[config.mk]
export PLATFORM = sky130hd
export DESIGN_NAME = rgbif_ctrl
export DESIGN_NICKNAME = d
export VERILOG_FILES = /design/src/design/rgbif_pkg.sv /design/src/design/rgbif_ctrl.sv
export SDC_FILE = /design/constraint.sdc
export NUM_CORES = 1
export LEC_CHECK = 0
export BUFFER_PORTS_ARGS = -buffer_cell sky130_fd_sc_hd__clkbuf_2
export CAP_MARGIN = 20
export CORE_AREA = 2 2 39 41
export DETAILED_ROUTE_END_ITERATION = 12
export DIE_AREA = 0 0 41 43
export GPL_TIMING_DRIVEN = 0
export PLACE_DENSITY = 0.3
export SLEW_MARGIN = 10
export SYNTH_ARGS = -nofsm -noshare
export SYNTH_HDL_FRONTEND = slang
export SYNTH_SLANG_ARGS = --single-unit
[constraint.sdc]
create_clock -name clk -period 1.3 [get_ports clk]
set_input_delay 0.13 -clock clk [delete_from_list [all_inputs] [get_ports clk]]
set_output_delay 0.13 -clock clk [all_outputs]
set_load 0.01 [all_outputs]
[src/design/rgbif_pkg.sv]
// ----------------------------------------------------------------------------
// RGB integrate-and-fire spike encoder: package
// Field widths, register indexes, item kinds and controller interface types.
// ----------------------------------------------------------------------------
package rgbif_pkg;

	localparam int ACC_W      = 20;
	localparam int PIX_W      = 16;
	localparam int CH_W       = 8;
	localparam int NUM_CH     = 3;
	localparam int THR_W      = 16;
	localparam int CFG_IDX_W  = 8;
	localparam int CFG_DATA_W = 16;

	localparam logic [ACC_W-1:0] ACC_MAX = {ACC_W{1'b1}};

	// Register indexes on the configuration port.
	localparam logic [CFG_IDX_W-1:0] REG_FIRE_THRESHOLD = 8'd0;
	localparam logic [CFG_IDX_W-1:0] REG_KEEP_RESIDUAL  = 8'd1;

	localparam logic [THR_W-1:0] THR_RESET  = 16'd255;
	localparam logic             KEEP_RESET = 1'b1;

	// Item kinds.
	localparam logic KIND_ACCUM = 1'b0;
	localparam logic KIND_QUERY = 1'b1;

	// Channel order in packed words: red is the top lane, blue the bottom.
	localparam int CH_RED   = 2;
	localparam int CH_GREEN = 1;
	localparam int CH_BLUE  = 0;

	typedef logic [NUM_CH-1:0][ACC_W-1:0] acc_word_t;
	typedef logic [NUM_CH-1:0][CH_W-1:0]  pix_word_t;

	// Commands from the controller to the datapath.
	typedef struct packed {
		logic clear_en;
		logic item_load;
		logic commit;
	} ctrl_cmd_t;

	// Status from the datapath to the controller.
	typedef struct packed {
		logic clear_last;
		logic item_query;
		logic out_blocked;
	} ctrl_stat_t;

endpackage

[src/design/rgbif_ctrl.sv]
// ----------------------------------------------------------------------------
// RGB integrate-and-fire spike encoder: controller
// Sequences the store clearing pass, item intake and read-modify-write commit.
// ----------------------------------------------------------------------------
module rgbif_ctrl
	import rgbif_pkg::*;
(
	input  logic       clk,
	input  logic       arst_n,
	input  logic       in_valid,
	output logic       in_ready,
	input  ctrl_stat_t stat,
	output ctrl_cmd_t  cmd
);

	localparam logic [1:0] S_CLEAR = 2'd0;
	localparam logic [1:0] S_IDLE  = 2'd1;
	localparam logic [1:0] S_EXEC  = 2'd2;

	logic [1:0] state_q;
	logic [1:0] state_d;

	// A query waits in the execute state while the output word is still held.
	always_comb begin
		in_ready      = (state_q == S_IDLE);
		cmd.clear_en  = (state_q == S_CLEAR);
		cmd.item_load = in_ready && in_valid;
		cmd.commit    = (state_q == S_EXEC) && !(stat.item_query && stat.out_blocked);
	end

	// Next state.
	always_comb begin
		state_d = state_q;
		case (state_q)
			S_CLEAR: begin
				if (stat.clear_last) begin
					state_d = S_IDLE;
				end
			end
			S_IDLE: begin
				if (in_valid) begin
					state_d = S_EXEC;
				end
			end
			S_EXEC: begin
				if (cmd.commit) begin
					state_d = S_IDLE;
				end
			end
			default: begin
				state_d = S_CLEAR;
			end
		endcase
	end

	always_ff @(posedge clk or negedge arst_n) begin
		if (!arst_n) begin
			state_q <= S_CLEAR;
		end else begin
			state_q <= state_d;
		end
	end

endmodule

==> results by group <==
Outcome
  – Status: completed

Setup path
  – Critical path type: flop to primary output
  – Data required, critical path: roughly 1200 ps
  – Startpoint Class: flop
  – CP Max Fanout: 6
  – Crit path DAT: 1030 ps
  – Endpoint type of the worst setup path: primary output

GRT
  – GR Util All Layers: approximately 5.8%
  – Total congestion overflow: 0
  – First-pass GRT wire length: ~550 um
  – Antenna violations before repair: 0
  – Vias in the first global route: 117
  – Largest net degree at the start of global routing: 7

Die
  – DIE HEIGHT: 43 um
  – Top-level port count: 10
  – Die area: around 0.0018 mm^2
  – Row count: 14
  – Die X-Extent: a little over 40 um
  – Core footprint: between 0.001 and 0.0015 mm^2
  – Starting Density: about 8.3%

Logic synthesis
  – Syn avg cell area: between 9 and 10 um^2
  – #FFs+latches synth: 2
  – Unique masters post-synth: 10
  – Syn Nets: 18
  – Sequential element share of the synthesized area: a little over two fifths
  – Cell count after synthesis: 12
  – Yosys warns: 0
  – Post-Syn Area: ~120 um^2

Clocking
  – CTS tree: done
  – Htree depth: 1
  – Cts bufs inserted: 3
  – CTS root buffer: clkbuf_4
  – Post-cts repair resize count: 0
  – Post-CTS setup buffers: 0
  – Clock transition at path regs: roughly 30 ps
  – Clk buf depth: 2
  – Worst-Skew Late Latency: around 220 ps
  – Clock Sinks: 2

Power
  – VDD IR-drop max: approximately 560 uV
  – Leak pwr: roughly 0.00011 uW
  – Pwr dens: ~2100 mW/mm^2

Layout
  – Area delta synth->final: 84.8%
  – Largest regs: state_q x2
  – Fin cells: slightly above 40
  – # nets final: 33
  – N_diodes: 0
  – Commonest non-fill, non-tap cell in the layout: clkbuf_2
  – Most frequent cells in the layout: 9 x clkbuf_2, 3 x clkbuf_4, 2 x inv_1, 2 x dfrtp_1
  – Top reg by flops: state_q
  – Max FFs per register: 2
  – Design Area, Final: roughly 210 um^2
  – Layout cells sized above 1: a little over half

Timing
  – Final Setup Violations: 0
  – Rel. slew slack: just under 90%
  – Final period util: 89.4%
  – Actual slew at the worst max-slew pin: about 190 ps
  – Slew Viols, Final: 0
  – Clk_skew: about 1.5 ps
  – Setup tns final: 0 ps
  – Fmax: between 0.8 and 0.9 GHz
  – Final hold vios: 0
  – Worst hold slack: 197 ps
  – Minimum clock period: roughly 1200 ps
  – RSZ-0062 raised after global routing: false

Detailed routing
  – WL final: about 330 um
  – 1st-iter DRT viols: 4
  – Via density per instance: 3.27
  – # DRC: 0
  – Routed Antenna Nets: 0
  – Wire per inst: around 8.1 um
  – Vias: ~130
  – DRT Pass-1 Iters: 2

Placed design
  – Placed instance count: 37
  – DPL Wire Length: roughly 260 um
  – Port Buffer Count: 9
  – RePlAce Congestion: roughly 0.65
  – Dpl cell area: between 150 and 200 um^2

Run
  – Max-cap violations: 0

Worst hold path
  – Worst hold path class: primary input to flop
==> critical path: stages, from the launching register on <==
cell	delay [ps]
dfrtp_1	410
a211oi_1	230
clkbuf_2	170
==> logic make-up (layout without fill, tap and decap cells) <==
logic type / count (synthesis) / after routing / share of synthesized area, %
AO/OA/AOI/OAI: 4 / 4 / 29.4
AND/OR/NAND/NOR: 4 / 4 / 20.6
flip-flops: 2 / 2 / 43.5
buffers and inverters: 2 / 15 / 6.52
==> synthesized netlist by cell type <==
| cell type | n | area share, % |
|---|---|---|
| a211oi_1 | 1 | 6.5 |
| a22o_1 | 1 | 7.6 |
| and3b_1 | 1 | 7.6 |
| dfrtp_1 | 2 | 43 |
| inv_1 | 2 | 6.5 |
| nand3_1 | 1 | 4.3 |
| nor2_1 | 1 | 3.3 |
| nor2b_1 | 1 | 5.4 |
| o21ba_2 | 1 | 8.7 |
| o21bai_1 | 1 | 6.5 |
==> layout make-up <==
class	count	area, um^2
sequential	2	50.0
clock buffer	3	22.5
multi-input combinational	8	57.6
fill	153	1170
inverter	2	7.51
tap	16	20.0
timing repair buffer	10	55.1
==> what timing repair did <==
item,4_1_cts,5_1_grt
setup endpoints to repair,0,0
hold buffers,1,0
endpoints found under the hold margin,2,0
==> power by group <==
group          total (uW)  switching, uW  internal (uW)
Clock                 137           35.6            102
Combinational         182           84.0           98.3
Sequential            128           38.3           89.6
==> layer usage <==
metal	global-route usage [%]	wire length, um
met2	3.13	96
met4	6.00	0
met5	0	0
met3	7.85	60
met1	7.72	175
==> worst paths after layout <==
path | startpoint | to | slack, ps | depth (start not counted)
max in group asynchronous | arst_n | state_q[1] | 970 | 2
worst min register to register | state_q[0] | state_q[1] | 550 | 1
worst max-delay path | state_q[0] | cmd[0] | 140 | 2
min in group asynchronous | arst_n | state_q[0] | 230 | 2
worst min-delay path | in_valid | state_q[0] | 200 | 3
worst max register to register | state_q[1] | state_q[0] | 350 | 2
==> stage by stage <==
step / setup WS, ps / util, % / power (uW)
after floorplan: 394 / - / 231
after global placement: 360 / 13.0 / 305
after detailed placement: 356 / 13.0 / 310
after CTS: 118 / 15.4 / 462
after global routing: 56.4 / 15.4 / 494
final: 138 / 15.4 / 448
Note: power is estimated with default switching activity, not from simulation.
